[src/floor_ceiling_texcoord_caster_core_macros.svh]
// ----------------------------------------------------------------------------
// Assertion macros for the floor/ceiling texture coordinate caster
// Concurrent checks that compile away when NO_ASSERTIONS is set.
// ----------------------------------------------------------------------------
`ifndef FLOOR_CEILING_TEXCOORD_CASTER_CORE_MACROS_SVH
`define FLOOR_CEILING_TEXCOORD_CASTER_CORE_MACROS_SVH

`ifndef NO_ASSERTIONS

// antecedent implies consequent in the same cycle
`define FCC_ASSERT_IMPL(name, clk, rst_n, ante, cons, msg) \
    name: assert property (@(posedge clk) disable iff (!rst_n) (ante) |-> (cons)) \
        else $error(msg);

// antecedent implies consequent in the next cycle
`define FCC_ASSERT_NEXT(name, clk, rst_n, ante, cons, msg) \
    name: assert property (@(posedge clk) disable iff (!rst_n) (ante) |=> (cons)) \
        else $error(msg);

`else

`define FCC_ASSERT_IMPL(name, clk, rst_n, ante, cons, msg)

`define FCC_ASSERT_NEXT(name, clk, rst_n, ante, cons, msg)

`endif

`endif

[src/fcc_pkg.sv]
`timescale 1ns / 1ps
// ----------------------------------------------------------------------------
// fcc_pkg
// Shared widths, codes, command and divider types of the caster.
// ----------------------------------------------------------------------------
package fcc_pkg;

    // field widths
    localparam int ROW_W     = 10;
    localparam int COL_W     = 10;
    localparam int COORD_W   = 24;
    localparam int FRAC_W    = 16;
    localparam int MAP_W     = 8;
    localparam int WB_W      = 11;
    localparam int TEX_W     = 6;
    localparam int TEXDIM_W  = 11;
    localparam int WGT_W     = FRAC_W + 1;
    localparam int DIV_W     = 24;
    localparam int DIV_CNT_W = 5;
    localparam int IN_DATA_W  = 88;
    localparam int OUT_DATA_W = 48;

    // command queue depth (power of two)
    localparam int QUEUE_DEPTH = 2;

    // parameter defaults
    localparam int DEF_SCREEN_HEIGHT = 512;
    localparam int DEF_TEX_WIDTH     = 64;
    localparam int DEF_TEX_HEIGHT    = 64;

    // fixed point constants
    localparam logic [COORD_W-1:0] MASK24  = {COORD_W{1'b1}};
    localparam logic [WGT_W-1:0]   ONE_Q16 = WGT_W'(1) << FRAC_W;

    // function codes
    localparam logic FUNC_SETUP = 1'b0;
    localparam logic FUNC_ROW   = 1'b1;

    // wall side codes
    localparam logic [1:0] SIDE_X_LO = 2'd0;
    localparam logic [1:0] SIDE_X_HI = 2'd1;
    localparam logic [1:0] SIDE_Y_LO = 2'd2;

    // ray direction sign codes
    localparam logic [1:0] DIR_POS = 2'd1;
    localparam logic [1:0] DIR_NEG = 2'd2;

    // configuration register indexes
    localparam logic CFG_PLAYER_X = 1'b0;
    localparam logic CFG_PLAYER_Y = 1'b1;

    // command from the front end to the back end
    typedef struct packed {
        logic               setup;
        logic [COL_W-1:0]   column;
        logic [COORD_W-1:0] fpx;
        logic [COORD_W-1:0] fpy;
        logic [COORD_W-1:0] wall_dist;
        logic [ROW_W-1:0]   first_row;
    } cmd_t;

    // divider request
    typedef struct packed {
        logic                 start;
        logic [DIV_W-1:0]     rem;
        logic [DIV_W-1:0]     low;
        logic [DIV_CNT_W-1:0] steps;
        logic [DIV_W-1:0]     divisor;
    } div_req_t;

    // divider status
    typedef struct packed {
        logic             busy;
        logic             done;
        logic [DIV_W-1:0] quot;
    } div_rsp_t;

    typedef enum logic [2:0] {
        ST_IDLE,
        ST_DIST,
        ST_DIST_WAIT,
        ST_WGT,
        ST_WGT_WAIT,
        ST_MUL,
        ST_TEX,
        ST_FIN
    } back_state_t;

endpackage

[src/fcc_front.sv]
`timescale 1ns / 1ps
// ----------------------------------------------------------------------------
// fcc_front
// Accepts requests, decodes setup items into a wall floor point and first row.
// ----------------------------------------------------------------------------
module fcc_front
    import fcc_pkg::*;
#(
    parameter int SCREEN_HEIGHT = DEF_SCREEN_HEIGHT
)
(
    input  logic                 s_axis_tvalid,
    output logic                 s_axis_tready,
    // column, side, ray_x_sign, ray_y_sign, map_x, map_y, wall_frac,
    // wall_dist, wall_bottom_row (from bit 0 up)
    input  logic [IN_DATA_W-1:0] s_axis_tdata,
    // func
    input  logic [0:0]           s_axis_tuser,
    input  logic                 q_full,
    output logic                 q_push,
    output cmd_t                 q_cmd
);

    localparam logic [ROW_W-1:0] SH = ROW_W'(SCREEN_HEIGHT);

    logic [COL_W-1:0]   column;
    logic [1:0]         side;
    logic [1:0]         xs;
    logic [1:0]         ys;
    logic [MAP_W-1:0]   map_x;
    logic [MAP_W-1:0]   map_y;
    logic [FRAC_W-1:0]  frac;
    logic [COORD_W-1:0] wdist;
    logic [WB_W-1:0]    wb;
    logic [COORD_W-1:0] x_plus_one;
    logic [COORD_W-1:0] y_plus_one;
    logic [WB_W-1:0]    first_full;

    // unpack the request
    assign column = s_axis_tdata[9:0];
    assign side   = s_axis_tdata[11:10];
    assign xs     = s_axis_tdata[13:12];
    assign ys     = s_axis_tdata[15:14];
    assign map_x  = s_axis_tdata[23:16];
    assign map_y  = s_axis_tdata[31:24];
    assign frac   = s_axis_tdata[47:32];
    assign wdist  = s_axis_tdata[71:48];
    assign wb     = s_axis_tdata[82:72];

    // cell + 1.0, saturating at the top cell
    assign x_plus_one = (map_x == '1) ? MASK24 : {map_x + MAP_W'(1), {FRAC_W{1'b0}}};
    assign y_plus_one = (map_y == '1) ? MASK24 : {map_y + MAP_W'(1), {FRAC_W{1'b0}}};

    assign first_full = {1'b0, wb[WB_W-2:0]} + WB_W'(1);

    assign s_axis_tready = !q_full;
    assign q_push        = s_axis_tvalid && !q_full;

    // floor point at the foot of the wall and first row
    always_comb
    begin
        q_cmd.setup     = (s_axis_tuser[0] == FUNC_SETUP);
        q_cmd.column    = column;
        q_cmd.wall_dist = wdist;
        if (side == SIDE_X_LO && xs == DIR_POS)
        begin
            q_cmd.fpx = {map_x, {FRAC_W{1'b0}}};
            q_cmd.fpy = {map_y, frac};
        end
        else if (side == SIDE_X_HI && xs == DIR_NEG)
        begin
            q_cmd.fpx = x_plus_one;
            q_cmd.fpy = {map_y, frac};
        end
        else if (side == SIDE_Y_LO && ys == DIR_POS)
        begin
            q_cmd.fpx = {map_x, frac};
            q_cmd.fpy = {map_y, {FRAC_W{1'b0}}};
        end
        else
        begin
            q_cmd.fpx = {map_x, frac};
            q_cmd.fpy = y_plus_one;
        end
        // negative bottom row or a first row off screen leaves no rows
        if (wb[WB_W-1] || first_full >= WB_W'(SH))
        begin
            q_cmd.first_row = SH;
        end
        else
        begin
            q_cmd.first_row = first_full[ROW_W-1:0];
        end
    end

endmodule

[src/fcc_queue.sv]
`timescale 1ns / 1ps
// ----------------------------------------------------------------------------
// fcc_queue
// Small command FIFO between the front end and the back end.
// ----------------------------------------------------------------------------
module fcc_queue
    import fcc_pkg::*;
(
    input  logic clk,
    input  logic rst_n,
    input  logic push,
    input  cmd_t push_cmd,
    output logic full,
    input  logic pop,
    output logic not_empty,
    output cmd_t head
);

    localparam int PTR_W = (QUEUE_DEPTH > 1) ? $clog2(QUEUE_DEPTH) : 1;
    localparam int CNT_W = $clog2(QUEUE_DEPTH + 1);

    cmd_t             entry_reg [QUEUE_DEPTH];
    logic [PTR_W-1:0] wr_ptr_reg;
    logic [PTR_W-1:0] wr_ptr_next;
    logic [PTR_W-1:0] rd_ptr_reg;
    logic [PTR_W-1:0] rd_ptr_next;
    logic [CNT_W-1:0] count_reg;
    logic [CNT_W-1:0] count_next;

    assign full      = (count_reg == CNT_W'(QUEUE_DEPTH));
    assign not_empty = (count_reg != '0);
    assign head      = entry_reg[rd_ptr_reg];

    // pointer and fill count update
    always_comb
    begin
        wr_ptr_next = push ? wr_ptr_reg + PTR_W'(1) : wr_ptr_reg;
        rd_ptr_next = pop  ? rd_ptr_reg + PTR_W'(1) : rd_ptr_reg;
        count_next  = count_reg;
        if (push && !pop)
        begin
            count_next = count_reg + CNT_W'(1);
        end
        else if (pop && !push)
        begin
            count_next = count_reg - CNT_W'(1);
        end
    end

    always_ff @(posedge clk or negedge rst_n)
    begin
        if (!rst_n)
        begin
            wr_ptr_reg <= '0;
            rd_ptr_reg <= '0;
            count_reg  <= '0;
        end
        else
        begin
            wr_ptr_reg <= wr_ptr_next;
            rd_ptr_reg <= rd_ptr_next;
            count_reg  <= count_next;
        end
    end

    // storage
    always_ff @(posedge clk)
    begin
        if (push)
        begin
            entry_reg[wr_ptr_reg] <= push_cmd;
        end
    end

endmodule

[src/fcc_divider.sv]
`timescale 1ns / 1ps
// ----------------------------------------------------------------------------
// fcc_divider
// Restoring radix-2 divider, one quotient bit per cycle.
// ----------------------------------------------------------------------------
module fcc_divider
    import fcc_pkg::*;
(
    input  logic     clk,
    input  logic     rst_n,
    input  div_req_t req,
    output div_rsp_t rsp
);

    logic [DIV_W-1:0]     rem_reg;
    logic [DIV_W-1:0]     rem_next;
    logic [DIV_W-1:0]     low_reg;
    logic [DIV_W-1:0]     low_next;
    logic [DIV_W-1:0]     quot_reg;
    logic [DIV_W-1:0]     quot_next;
    logic [DIV_W-1:0]     div_reg;
    logic [DIV_W-1:0]     div_next;
    logic [DIV_CNT_W-1:0] cnt_reg;
    logic [DIV_CNT_W-1:0] cnt_next;
    logic                 busy_reg;
    logic                 busy_next;
    logic                 done_reg;
    logic                 done_next;
    logic [DIV_W:0]       trial;
    logic [DIV_W:0]       diff;

    // shift in one dividend bit and try a subtract
    assign trial = {rem_reg, low_reg[DIV_W-1]};
    assign diff  = trial - {1'b0, div_reg};

    always_comb
    begin
        rem_next  = rem_reg;
        low_next  = low_reg;
        quot_next = quot_reg;
        div_next  = div_reg;
        cnt_next  = cnt_reg;
        busy_next = busy_reg;
        done_next = 1'b0;
        if (req.start)
        begin
            rem_next  = req.rem;
            low_next  = req.low;
            quot_next = '0;
            div_next  = req.divisor;
            cnt_next  = req.steps;
            busy_next = 1'b1;
        end
        else if (busy_reg)
        begin
            low_next = {low_reg[DIV_W-2:0], 1'b0};
            if (!diff[DIV_W])
            begin
                rem_next  = diff[DIV_W-1:0];
                quot_next = {quot_reg[DIV_W-2:0], 1'b1};
            end
            else
            begin
                rem_next  = trial[DIV_W-1:0];
                quot_next = {quot_reg[DIV_W-2:0], 1'b0};
            end
            cnt_next = cnt_reg - DIV_CNT_W'(1);
            if (cnt_reg == DIV_CNT_W'(1))
            begin
                busy_next = 1'b0;
                done_next = 1'b1;
            end
        end
    end

    always_ff @(posedge clk or negedge rst_n)
    begin
        if (!rst_n)
        begin
            busy_reg <= 1'b0;
            done_reg <= 1'b0;
            cnt_reg  <= '0;
        end
        else
        begin
            busy_reg <= busy_next;
            done_reg <= done_next;
            cnt_reg  <= cnt_next;
        end
    end

    always_ff @(posedge clk)
    begin
        rem_reg  <= rem_next;
        low_reg  <= low_next;
        quot_reg <= quot_next;
        div_reg  <= div_next;
    end

    assign rsp.busy = busy_reg;
    assign rsp.done = done_reg;
    assign rsp.quot = quot_reg;

endmodule

[src/fcc_back.sv]
`timescale 1ns / 1ps
// ----------------------------------------------------------------------------
// fcc_back
// Column state, row weight via the shared divider, blend and texel output.
// ----------------------------------------------------------------------------
module fcc_back
    import fcc_pkg::*;
#(
    parameter int SCREEN_HEIGHT = DEF_SCREEN_HEIGHT,
    parameter int TEX_WIDTH     = DEF_TEX_WIDTH,
    parameter int TEX_HEIGHT    = DEF_TEX_HEIGHT
)
(
    input  logic                  clk,
    input  logic                  rst_n,
    input  logic                  cfg_valid,
    input  logic [0:0]            cfg_index,
    input  logic [COORD_W-1:0]    cfg_data,
    input  logic                  q_not_empty,
    input  cmd_t                  q_head,
    output logic                  q_pop,
    output div_req_t              div_req,
    input  div_rsp_t              div_rsp,
    output logic                  m_axis_tvalid,
    input  logic                  m_axis_tready,
    output logic [OUT_DATA_W-1:0] m_axis_tdata,
    output logic [0:0]            m_axis_tuser
);

    localparam logic [ROW_W-1:0]    SH = ROW_W'(SCREEN_HEIGHT);
    localparam logic [TEXDIM_W-1:0] TW = TEXDIM_W'(TEX_WIDTH);
    localparam logic [TEXDIM_W-1:0] TH = TEXDIM_W'(TEX_HEIGHT);
    localparam int PROD_W = WGT_W + COORD_W + 2;
    localparam int TPROD_W = FRAC_W + TEXDIM_W;

    back_state_t state_reg;
    back_state_t state_next;

    logic [COORD_W-1:0]        px_reg;
    logic [COORD_W-1:0]        px_next;
    logic [COORD_W-1:0]        py_reg;
    logic [COORD_W-1:0]        py_next;
    logic [COORD_W-1:0]        fpx_reg;
    logic [COORD_W-1:0]        fpx_next;
    logic [COORD_W-1:0]        fpy_reg;
    logic [COORD_W-1:0]        fpy_next;
    logic [COORD_W-1:0]        swd_reg;
    logic [COORD_W-1:0]        swd_next;
    logic [COL_W-1:0]          col_reg;
    logic [COL_W-1:0]          col_next;
    logic [ROW_W-1:0]          row_reg;
    logic [ROW_W-1:0]          row_next;
    logic [ROW_W-1:0]          r_reg;
    logic [ROW_W-1:0]          r_next;
    logic                      fin_done_reg;
    logic                      fin_done_next;
    logic [COORD_W-1:0]        dist_reg;
    logic [COORD_W-1:0]        dist_next;
    logic [WGT_W-1:0]          w_reg;
    logic [WGT_W-1:0]          w_next;
    logic signed [PROD_W-1:0]  prodx_reg;
    logic signed [PROD_W-1:0]  prodx_next;
    logic signed [PROD_W-1:0]  prody_reg;
    logic signed [PROD_W-1:0]  prody_next;
    logic [TPROD_W-1:0]        tu_reg;
    logic [TPROD_W-1:0]        tu_next;
    logic [TPROD_W-1:0]        tv_reg;
    logic [TPROD_W-1:0]        tv_next;
    logic                      out_valid_reg;
    logic                      out_valid_next;
    logic [OUT_DATA_W-1:0]     out_data_reg;
    logic [OUT_DATA_W-1:0]     out_data_next;
    logic                      out_done_reg;
    logic                      out_done_next;

    logic [ROW_W:0]            two_r;
    logic [ROW_W:0]            two_r_head;
    logic [ROW_W:0]            d_full;
    logic [ROW_W-1:0]          d;
    logic                      dist_sat;
    logic                      wgt_sat;
    logic [WGT_W-1:0]          q17;
    logic signed [COORD_W:0]   diffx;
    logic signed [COORD_W:0]   diffy;
    logic [COORD_W-1:0]        cx;
    logic [COORD_W-1:0]        cy;
    logic [ROW_W-1:0]          ceil_row;
    logic                      out_free;

    // row geometry
    assign two_r_head = {row_reg, 1'b0};
    assign two_r      = {r_reg, 1'b0};
    assign d_full     = two_r - {1'b0, SH};
    assign d          = d_full[ROW_W-1:0];
    // distance exceeds 24 bits when H >= d * 256
    assign dist_sat   = ({8'b0, SH} >= {d, 8'b0});
    // weight quotient reaches 2.0 when dist >= 2 * wall distance
    assign wgt_sat    = ({1'b0, dist_reg} >= {swd_reg, 1'b0});
    assign q17        = div_rsp.quot[WGT_W-1:0];

    // blend: p + w * (fp - p) / 2^16
    assign diffx = $signed({1'b0, fpx_reg}) - $signed({1'b0, px_reg});
    assign diffy = $signed({1'b0, fpy_reg}) - $signed({1'b0, py_reg});
    assign cx    = px_reg + prodx_reg[FRAC_W+COORD_W-1:FRAC_W];
    assign cy    = py_reg + prody_reg[FRAC_W+COORD_W-1:FRAC_W];

    assign ceil_row = SH - r_reg;
    assign out_free = !out_valid_reg || m_axis_tready;

    // sequencer
    always_comb
    begin
        state_next     = state_reg;
        px_next        = px_reg;
        py_next        = py_reg;
        fpx_next       = fpx_reg;
        fpy_next       = fpy_reg;
        swd_next       = swd_reg;
        col_next       = col_reg;
        row_next       = row_reg;
        r_next         = r_reg;
        fin_done_next  = fin_done_reg;
        dist_next      = dist_reg;
        w_next         = w_reg;
        prodx_next     = prodx_reg;
        prody_next     = prody_reg;
        tu_next        = tu_reg;
        tv_next        = tv_reg;
        out_valid_next = out_valid_reg && !m_axis_tready;
        out_data_next  = out_data_reg;
        out_done_next  = out_done_reg;
        q_pop          = 1'b0;
        div_req        = '0;

        // player position writes
        if (cfg_valid)
        begin
            if (cfg_index[0] == CFG_PLAYER_X)
            begin
                px_next = cfg_data;
            end
            else
            begin
                py_next = cfg_data;
            end
        end

        unique case (state_reg)
            ST_IDLE:
            begin
                if (q_not_empty)
                begin
                    q_pop = 1'b1;
                    if (q_head.setup)
                    begin
                        fpx_next = q_head.fpx;
                        fpy_next = q_head.fpy;
                        swd_next = q_head.wall_dist;
                        col_next = q_head.column;
                        row_next = q_head.first_row;
                    end
                    else if (row_reg >= SH)
                    begin
                        fin_done_next = 1'b1;
                        state_next    = ST_FIN;
                    end
                    else
                    begin
                        fin_done_next = 1'b0;
                        r_next        = row_reg;
                        row_next      = row_reg + ROW_W'(1);
                        if (two_r_head > {1'b0, SH})
                        begin
                            state_next = ST_DIST;
                        end
                        else if (two_r_head == {1'b0, SH})
                        begin
                            w_next     = ONE_Q16;
                            state_next = ST_MUL;
                        end
                        else
                        begin
                            w_next     = '0;
                            state_next = ST_MUL;
                        end
                    end
                end
            end
            ST_DIST:
            begin
                if (dist_sat)
                begin
                    dist_next  = MASK24;
                    state_next = ST_WGT;
                end
                else
                begin
                    div_req.start   = 1'b1;
                    div_req.rem     = DIV_W'(SH >> 8);
                    div_req.low     = {SH[7:0], {FRAC_W{1'b0}}};
                    div_req.steps   = DIV_CNT_W'(DIV_W);
                    div_req.divisor = DIV_W'(d);
                    state_next      = ST_DIST_WAIT;
                end
            end
            ST_DIST_WAIT:
            begin
                if (div_rsp.done)
                begin
                    dist_next  = div_rsp.quot;
                    state_next = ST_WGT;
                end
            end
            ST_WGT:
            begin
                if (swd_reg == '0 || wgt_sat)
                begin
                    w_next     = ONE_Q16;
                    state_next = ST_MUL;
                end
                else
                begin
                    div_req.start   = 1'b1;
                    div_req.rem     = {1'b0, dist_reg[COORD_W-1:1]};
                    div_req.low     = {dist_reg[0], {(DIV_W-1){1'b0}}};
                    div_req.steps   = DIV_CNT_W'(WGT_W);
                    div_req.divisor = swd_reg;
                    state_next      = ST_WGT_WAIT;
                end
            end
            ST_WGT_WAIT:
            begin
                if (div_rsp.done)
                begin
                    w_next     = (q17 > ONE_Q16) ? ONE_Q16 : q17;
                    state_next = ST_MUL;
                end
            end
            ST_MUL:
            begin
                prodx_next = PROD_W'($signed({1'b0, w_reg}) * diffx);
                prody_next = PROD_W'($signed({1'b0, w_reg}) * diffy);
                state_next = ST_TEX;
            end
            ST_TEX:
            begin
                // integer part drops out of the texture wrap
                tu_next    = cx[FRAC_W-1:0] * TW;
                tv_next    = cy[FRAC_W-1:0] * TH;
                state_next = ST_FIN;
            end
            ST_FIN:
            begin
                if (out_free)
                begin
                    out_valid_next = 1'b1;
                    out_done_next  = fin_done_reg;
                    if (fin_done_reg)
                    begin
                        out_data_next = {7'b0, col_reg, 31'b0};
                    end
                    else
                    begin
                        out_data_next = {7'b0, col_reg, ceil_row, r_reg[8:0],
                                         tv_reg[FRAC_W+TEX_W-1:FRAC_W],
                                         tu_reg[FRAC_W+TEX_W-1:FRAC_W]};
                    end
                    state_next = ST_IDLE;
                end
            end
            default:
            begin
                state_next = ST_IDLE;
            end
        endcase
    end

    // control state
    always_ff @(posedge clk or negedge rst_n)
    begin
        if (!rst_n)
        begin
            state_reg     <= ST_IDLE;
            px_reg        <= '0;
            py_reg        <= '0;
            col_reg       <= '0;
            row_reg       <= SH;
            out_valid_reg <= 1'b0;
        end
        else
        begin
            state_reg     <= state_next;
            px_reg        <= px_next;
            py_reg        <= py_next;
            col_reg       <= col_next;
            row_reg       <= row_next;
            out_valid_reg <= out_valid_next;
        end
    end

    // datapath
    always_ff @(posedge clk)
    begin
        fpx_reg      <= fpx_next;
        fpy_reg      <= fpy_next;
        swd_reg      <= swd_next;
        r_reg        <= r_next;
        fin_done_reg <= fin_done_next;
        dist_reg     <= dist_next;
        w_reg        <= w_next;
        prodx_reg    <= prodx_next;
        prody_reg    <= prody_next;
        tu_reg       <= tu_next;
        tv_reg       <= tv_next;
        out_data_reg <= out_data_next;
        out_done_reg <= out_done_next;
    end

    assign m_axis_tvalid   = out_valid_reg;
    assign m_axis_tdata    = out_data_reg;
    assign m_axis_tuser[0] = out_done_reg;

endmodule

[src/floor_ceiling_texcoord_caster_core.sv]
`timescale 1ns / 1ps
// ----------------------------------------------------------------------------
// floor_ceiling_texcoord_caster_core
// Floor and ceiling texture coordinates for one raycaster screen column.
// ----------------------------------------------------------------------------
// A setup request (tuser 0) is queued at its accepting edge, sets the column
// state and gives no result. A row request (tuser 1) gives one result: the
// texel (u,v) shared by the floor row and its mirrored ceiling row, or a done
// flag once the column has no rows left. A row below the screen middle runs the
// shared radix-2 divider once for the row distance (24 quotient bits) and once
// for the blend weight (17 quotient bits); either pass is skipped when it
// saturates. Rows at or above the middle skip the divider; done results go to
// ST_FIN. A two-entry command queue lets requests be taken while the back end
// works, and a registered output lets the next row start while a result waits.
// The user writes player position through the cfg port (index 0 x, index 1 y,
// Q8.16) only while idle; the block itself does not enforce this.
// ----------------------------------------------------------------------------
`include "floor_ceiling_texcoord_caster_core_macros.svh"

module floor_ceiling_texcoord_caster_core
    import fcc_pkg::*;
#(
    parameter int SCREEN_HEIGHT = DEF_SCREEN_HEIGHT,
    parameter int TEX_WIDTH     = DEF_TEX_WIDTH,
    parameter int TEX_HEIGHT    = DEF_TEX_HEIGHT
)
(
    input  logic                  clk,
    input  logic                  rst_n,
    input  logic                  s_axis_tvalid,
    output logic                  s_axis_tready,
    // column[9:0], side[11:10], ray_x_sign[13:12], ray_y_sign[15:14],
    // map_x[23:16], map_y[31:24], wall_frac[47:32], wall_dist[71:48],
    // wall_bottom_row[82:72]
    input  logic [IN_DATA_W-1:0]  s_axis_tdata,
    // func[0]
    input  logic [0:0]            s_axis_tuser,
    output logic                  m_axis_tvalid,
    input  logic                  m_axis_tready,
    // tex_u[5:0], tex_v[11:6], floor_row[20:12], ceiling_row[30:21],
    // out_column[40:31]
    output logic [OUT_DATA_W-1:0] m_axis_tdata,
    // done_res[0]
    output logic [0:0]            m_axis_tuser,
    input  logic                  cfg_valid,
    output logic                  cfg_ready,
    input  logic [0:0]            cfg_index,
    input  logic [COORD_W-1:0]    cfg_data
);

    localparam logic [8:0] SH9 = 9'(SCREEN_HEIGHT);

    cmd_t     push_cmd;
    cmd_t     head_cmd;
    logic     q_push;
    logic     q_full;
    logic     q_pop;
    logic     q_not_empty;
    div_req_t div_req;
    div_rsp_t div_rsp;

    assign cfg_ready = 1'b1;

    fcc_front #(
        .SCREEN_HEIGHT (SCREEN_HEIGHT)
    ) u_front (
        .s_axis_tvalid (s_axis_tvalid),
        .s_axis_tready (s_axis_tready),
        .s_axis_tdata  (s_axis_tdata),
        .s_axis_tuser  (s_axis_tuser),
        .q_full        (q_full),
        .q_push        (q_push),
        .q_cmd         (push_cmd)
    );

    fcc_queue u_queue (
        .clk       (clk),
        .rst_n     (rst_n),
        .push      (q_push),
        .push_cmd  (push_cmd),
        .full      (q_full),
        .pop       (q_pop),
        .not_empty (q_not_empty),
        .head      (head_cmd)
    );

    fcc_divider u_divider (
        .clk   (clk),
        .rst_n (rst_n),
        .req   (div_req),
        .rsp   (div_rsp)
    );

    fcc_back #(
        .SCREEN_HEIGHT (SCREEN_HEIGHT),
        .TEX_WIDTH     (TEX_WIDTH),
        .TEX_HEIGHT    (TEX_HEIGHT)
    ) u_back (
        .clk           (clk),
        .rst_n         (rst_n),
        .cfg_valid     (cfg_valid),
        .cfg_index     (cfg_index),
        .cfg_data      (cfg_data),
        .q_not_empty   (q_not_empty),
        .q_head        (head_cmd),
        .q_pop         (q_pop),
        .div_req       (div_req),
        .div_rsp       (div_rsp),
        .m_axis_tvalid (m_axis_tvalid),
        .m_axis_tready (m_axis_tready),
        .m_axis_tdata  (m_axis_tdata),
        .m_axis_tuser  (m_axis_tuser)
    );

    // a done result carries only the column
    `FCC_ASSERT_IMPL(a_done_zero, clk, rst_n, m_axis_tvalid && m_axis_tuser[0], m_axis_tdata[30:0] == 31'b0, "done result with nonzero row or texel")

    // the divider is never restarted mid-division
    `FCC_ASSERT_IMPL(a_div_start, clk, rst_n, div_req.start, !div_rsp.busy, "divider started while busy")

    // a division finishes with the divider idle
    `FCC_ASSERT_NEXT(a_div_done, clk, rst_n, div_rsp.done, !div_rsp.busy || div_req.start, "divider busy after done")

    // a command is never popped from an empty queue
    `FCC_ASSERT_IMPL(a_pop_empty, clk, rst_n, q_pop, q_not_empty, "command popped from empty queue")

    // floor rows stay on screen for small screens
    `FCC_ASSERT_IMPL(a_row_range, clk, rst_n, m_axis_tvalid && !m_axis_tuser[0] && SCREEN_HEIGHT <= 512, m_axis_tdata[20:12] < SH9 || SCREEN_HEIGHT == 512, "floor row off screen")

endmodule
[config.mk]
export PLATFORM = sky130hd
export DESIGN_NAME = floor_ceiling_texcoord_caster_core
export DESIGN_NICKNAME = d
export VERILOG_FILES = /design/src/fcc_pkg.sv /design/src/fcc_front.sv /design/src/fcc_queue.sv /design/src/fcc_divider.sv /design/src/fcc_back.sv /design/src/floor_ceiling_texcoord_caster_core.sv
export VERILOG_INCLUDE_DIRS = /design/src /design/src/src
export SDC_FILE = /design/constraint.sdc
export NUM_CORES = 2
export LEC_CHECK = 0
export ABC_AREA = 1
export BUFFER_PORTS_ARGS = -buffer_cell sky130_fd_sc_hd__clkbuf_2
export CAP_MARGIN = 10
export CORE_ASPECT_RATIO = 0.6
export CORE_MARGIN = 8
export CORE_UTILIZATION = 40
export CTS_CLUSTER_DIAMETER = 40
export DETAILED_ROUTE_END_ITERATION = 10
export PLACE_DENSITY = 0.63
export SYNTH_ARGS = -nofsm -noshare
export SYNTH_HDL_FRONTEND = slang
export SYNTH_HIERARCHICAL = 1
export SYNTH_SLANG_ARGS = --single-unit
export TNS_END_PERCENT = 1
[constraint.sdc]
create_clock -name clk -period 19.3 [get_ports clk]
set_input_delay 3.86 -clock clk [delete_from_list [all_inputs] [get_ports clk]]
set_output_delay 3.86 -clock clk [all_outputs]
set_load 0.02 [all_outputs]
; ---- Word level (Yosys, flattened, before mapping)
; Memory sizes are Yosys's and may differ from the RTL's.
; Index checks and enable logic that the tools add are counted.
[totals]
register_bits = 448
latch_bits = 0
ramBits = 186
rom_bits = 0
word_cells = 175
mem_count = 1
[classes]
add_sub_neg = 16
multipliers = 2
n_div = 0
n_lt_le_gt_ge = 6
eq_ne = 27
shifts = 0
mux = 56
bitwise = 4
n_reduce_logical = 33
[mem_list]
columns = memory, words, word_bits, rd, rd_ports_with_merged_regs, wr, line_no
row1 = u_queue.entry_reg, 2, 93, 1, 0, 1, fcc_queue.sv:22  ; cmd_t entry_reg [QUEUE_DEPTH];
[op_table]
columns = op, count
row1 = $mux 24, 10
row2 = $mux 78, 2
row3 = $pmux 78 s2, 1
row4 = $mux 17, 8
row5 = $mux 48, 2
row6 = $mul 18x25->32, 2
row7 = $pmux 17 s3, 1
row8 = $sub 24x24->25, 2
row9 = $pmux 24 s2, 1
row10 = $add 16x16->16, 2
row11 = $mux 10, 3
row12 = $ge 24x25->1, 1
row13 = $sub 25x24->25, 1
row14 = $logic_not 24->1, 1
row15 = $pmux 3 s8, 1
row16 = $mux 3, 7
row17 = $ge 10x18->1 const A, 1
row18 = $gt 17x17->1 const B, 1
row19 = $add 8x1->8 const B, 2
row20 = $eq 8x8->1 const B, 2
row21 = $mux 1, 16
row22 = $ne 2x2->1 const B, 7
row23 = $eq 3x3->1 const B, 4
row24 = $reduce_and 3->1, 4
row25 = other kinds (32), 62

; ---- Depth between registers and ports, before layout
[logic_depth]
ltp_word = 7
mapped_depth = 40
mapped_depth_nobuf = 40

; ---- Modules after synthesis
; The synthesis kept the hierarchy.
[by_module_without_submodules]
columns = module, n_inst, cells_per_inst, area_per_inst_um2
row1 = fcc_back, 1, 4642, 38577.0
row2 = fcc_queue, 1, 314, 6929.1
row3 = fcc_divider, 1, 844, 6411.1
row4 = fcc_front, 1, 271, 1584.0
row5 = floor_ceiling_texcoord_caster_core, 1, 2, 11.3

; ---- Worst setup path after synthesis
; Ideal clock, no wire load.
[synth_path]
kind = input-to-reg
startpoint = input s_axis_tvalid
endpoint = memory u_queue/entry_reg[0][0] (netlist bit), enable pin
setup_ns = 0.545
arrival_ns = 8.025
required_ns = 18.755
path_slack_ns = 10.729
path_stages = 4
path_buffers = 0
cell_sequence = inv_1 nor2_1 inv_1 nor2_1
[synth_via]
elab_chain_len = 3
[synth_rtl]
columns = item, line_no
row1 = from (decl), floor_ceiling_texcoord_caster_core.sv:30  ; input logic s_axis_tvalid,
row2 = $logic_and 1x1->1, fcc_front.sv:57  ; assign q_push = s_axis_tvalid && !q_full;
row3 = net q_push, floor_ceiling_texcoord_caster_core.sv:55  ; logic q_push;
row4 = $mux 1, fcc_queue.sv:69  ; if (push)
row5 = $mux 1 (implied by the code), fcc_queue.sv:71  ; entry_reg[wr_ptr_reg] <= push_cmd;
row6 = to (decl), fcc_queue.sv:22
; The timed path passes the listed nets, and every way through them passes these cells.

; ---- Worst setup path in the final report
[layout_path]
startpoint = register u_back.fpy_reg[0]
endpoint = register u_back.prody_reg[29] (data pin)
[layout_via]
elab_chain_len = 2
[layout_rtl]
columns = item, line_no
row1 = from (decl), fcc_back.sv:45  ; logic [COORD_W-1:0] fpy_reg;
row2 = from (signal assigned), fcc_back.sv:305  ; fpy_reg <= fpy_next;
row3 = $sub 24x24->25, fcc_back.sv:103  ; assign diffy = $signed({1'b0, fpy_reg}) - $signed({1'b0, py_reg});
row4 = $mul 18x25->32, fcc_back.sv:242  ; prody_next = PROD_W'($signed({1'b0, w_reg}) * diffy);
row5 = to (signal assigned), fcc_back.sv:312  ; prody_reg <= prody_next;
row6 = to (decl), fcc_back.sv:63  ; logic signed [PROD_W-1:0] prody_reg;
; No other way between the ends.
; A chain may end at the register's enable or synchronous reset.

==> Implementation_results.wiki <==
{| class="wikitable"
! Metric !! Value
|-
| Detail-routed net length per standard cell || between 20 and 25 um
|-
| Aggregate global-route resource usage || approximately 22%
|-
| CTS buffer count || 73
|-
| Number of clock sinks || about 570
|-
| Number of antenna violations at the first check in global routing || 14
|-
| Post-layout min period || between 9 and 10 ns
|-
| Number of stages on the worst hold path || 0
|-
| Worst Path Required || between 15 and 20 ns
|-
| Worst-margin pin slew || 1.48 ns
|-
| Cell count of the worst reg-to-reg path || 38
|-
| Signal arrival time at the worst endpoint || 9.65 ns
|-
| Total wire length || 162 mm
|-
| Drt via density || a little over 5
|-
| Worst Path Buf+Inv || 8
|-
| Cell count after synthesis || roughly 6k
|-
| I/O pin count || 171
|-
| Vias in the first global route || 40.2k
|-
| Syn Area/Cell || between 8 and 9 um^2
|-
| Setup total negative slack || 0 ns
|-
| Area of the die || about 0.15 mm^2
|-
| Leading cell types in the layout, fill and taps excluded || inv_1 (1,420), nand2_1 (1,211), nor2_1 (653)
|-
| Buffers added on ports || 157
|-
| Antenna Nets Post-Route || 0
|-
| Count of final hold-check violations || 0
|-
| Number of buffers added to fix hold violations after cts || 0
|-
| Clock tree skew after final layout || 0.0426 ns
|-
| Layout area overhead || 9.52%
|-
| Global-route wire length before repair || 246 mm
|-
| Number of placement rows || 104
|-
| Starting DRT DRC Count || between 4k and 5k
|-
| Max_cap viols || 0
|-
| Library cell contributing the largest single delay on the critical path || o21ai_0
|-
| Part of the cycle the worst path needs || 48.0%
|-
| Critical Path Max Stage Delay || between 0.5 and 0.6 ns
|-
| Clock tree from TritonCTS || yes
|-
| Number of slew-limit violations in the final report || 0
|-
| Startpoint type of the worst setup path || flip-flop
|-
| Max-slew headroom at the worst pin || 1.23%
|-
| Overflow after GRT || 0
|-
| Capturing element type of the critical path || flip-flop
|-
| Clock network latency to the later pin of the worst-skew pair || ~0.66 ns
|-
| Most common cell type on the critical path || nand2_1
|-
| Layout cell share with drive strength beyond 1 || 9.88%
|-
| Final-stage net count || between 7k and 8k
|-
| Fmax || roughly 110 MHz
|-
| Instance count on the critical path || 38
|-
| Final weighted congestion in routability-driven placement || between 0.9 and 1
|-
| Most common cell after layout, fill and taps aside || inv_1
|-
| Remaining DRCs || 0
|-
| Summed instance area of the synthesized netlist || 0.0535 mm^2
|-
| Cells resized by post-CTS repair || 0
|-
| Final cell utilization of the core || 43.9%
|-
| Synthesis warning total || 6
|-
| Longest Clk Path Bufs || 3
|-
| Die extent in x || 488 um
|-
| Pin count of the biggest net entering global routing || 74
|-
| Iteration count of the initial detailed-routing pass || 6
|-
| Total number of vias || 40.7k
|-
| Core area || 0.133 mm^2
|-
| Gate family responsible for the most delay along the worst path || adder cells
|-
| CTS H-tree depth || 3
|-
| Root Driver || clkbuf_16
|-
| Critical path fanouts, max || 10
|-
| Max FFs per register || 186
|-
| HP Class || flip-flop to flip-flop
|-
| Setup CP Type || flip-flop to flip-flop
|-
| Clock input transition at the sequential cells of the worst setup and hold paths || ~0.060 ns
|-
| Effective utilization at floorplan || roughly 40%
|-
| Die Ht || 299 um
|-
| Post-CTS Setup Repair Bufs || 0
|-
| Post-DP HPWL || between 100 and 150 mm
|-
| Setup repair after global routing missed its margin || false
|-
| Run status || complete, no violations
|-
| Final setup violating endpoints || 0
|}
-- area by class of cell --
class	count	area, um^2
antenna	28	70.1
clock buffer	82	1860
clock inverter	52	723
fill	13000	74800
inverter	1452	5460
multi-input combinational	3839	30300
sequential	574	16600
tap	1802	2250
timing repair buffer	233	1360
-- stage by stage --
step / hold WS [ns] / worst slack, ns / instance area [um^2] / instances
after floorplan: 0.421 / 10.73 / 53600 / 6104
after global placement: 0.431 / 10.37 / 55900 / 7898
after detailed placement: 0.436 / 10.33 / 55900 / 7898
after CTS: 0.450 / 10.31 / 58500 / 8032
after global routing: 0.462 / 9.67 / 58600 / 8058
final: 0.454 / 10.04 / 58600 / 8062
-- per-layer routing --
metal / wire length (um) / global-route usage (%)
met1: 73600 / 32.8
met2: 61400 / 28.8
met3: 23800 / 10.4
met4: 3470 / 4.98
met5: 92 / 1.71
-- worst paths after layout --
| check | start | end | slack [ns] |
|---|---|---|---|
| max | u_back/fpy_reg[0] | u_back/prody_reg[29] | 10.04 |
| min | u_back/col_reg[2] | u_back/m_axis_tdata[33] | 0.45 |
| max reg2reg | u_back/fpy_reg[0] | u_back/prody_reg[29] | 10.04 |
| min reg2reg | u_back/col_reg[2] | u_back/m_axis_tdata[33] | 0.45 |
| max in group asynchronous | rst_n | u_back/px_reg[1] | 14.97 |
| min in group asynchronous | rst_n | u_back/col_reg[0] | 3.17 |
Power is not shown: default switching activity piles up to over one toggle a cycle in this logic, so the estimate is an artifact.
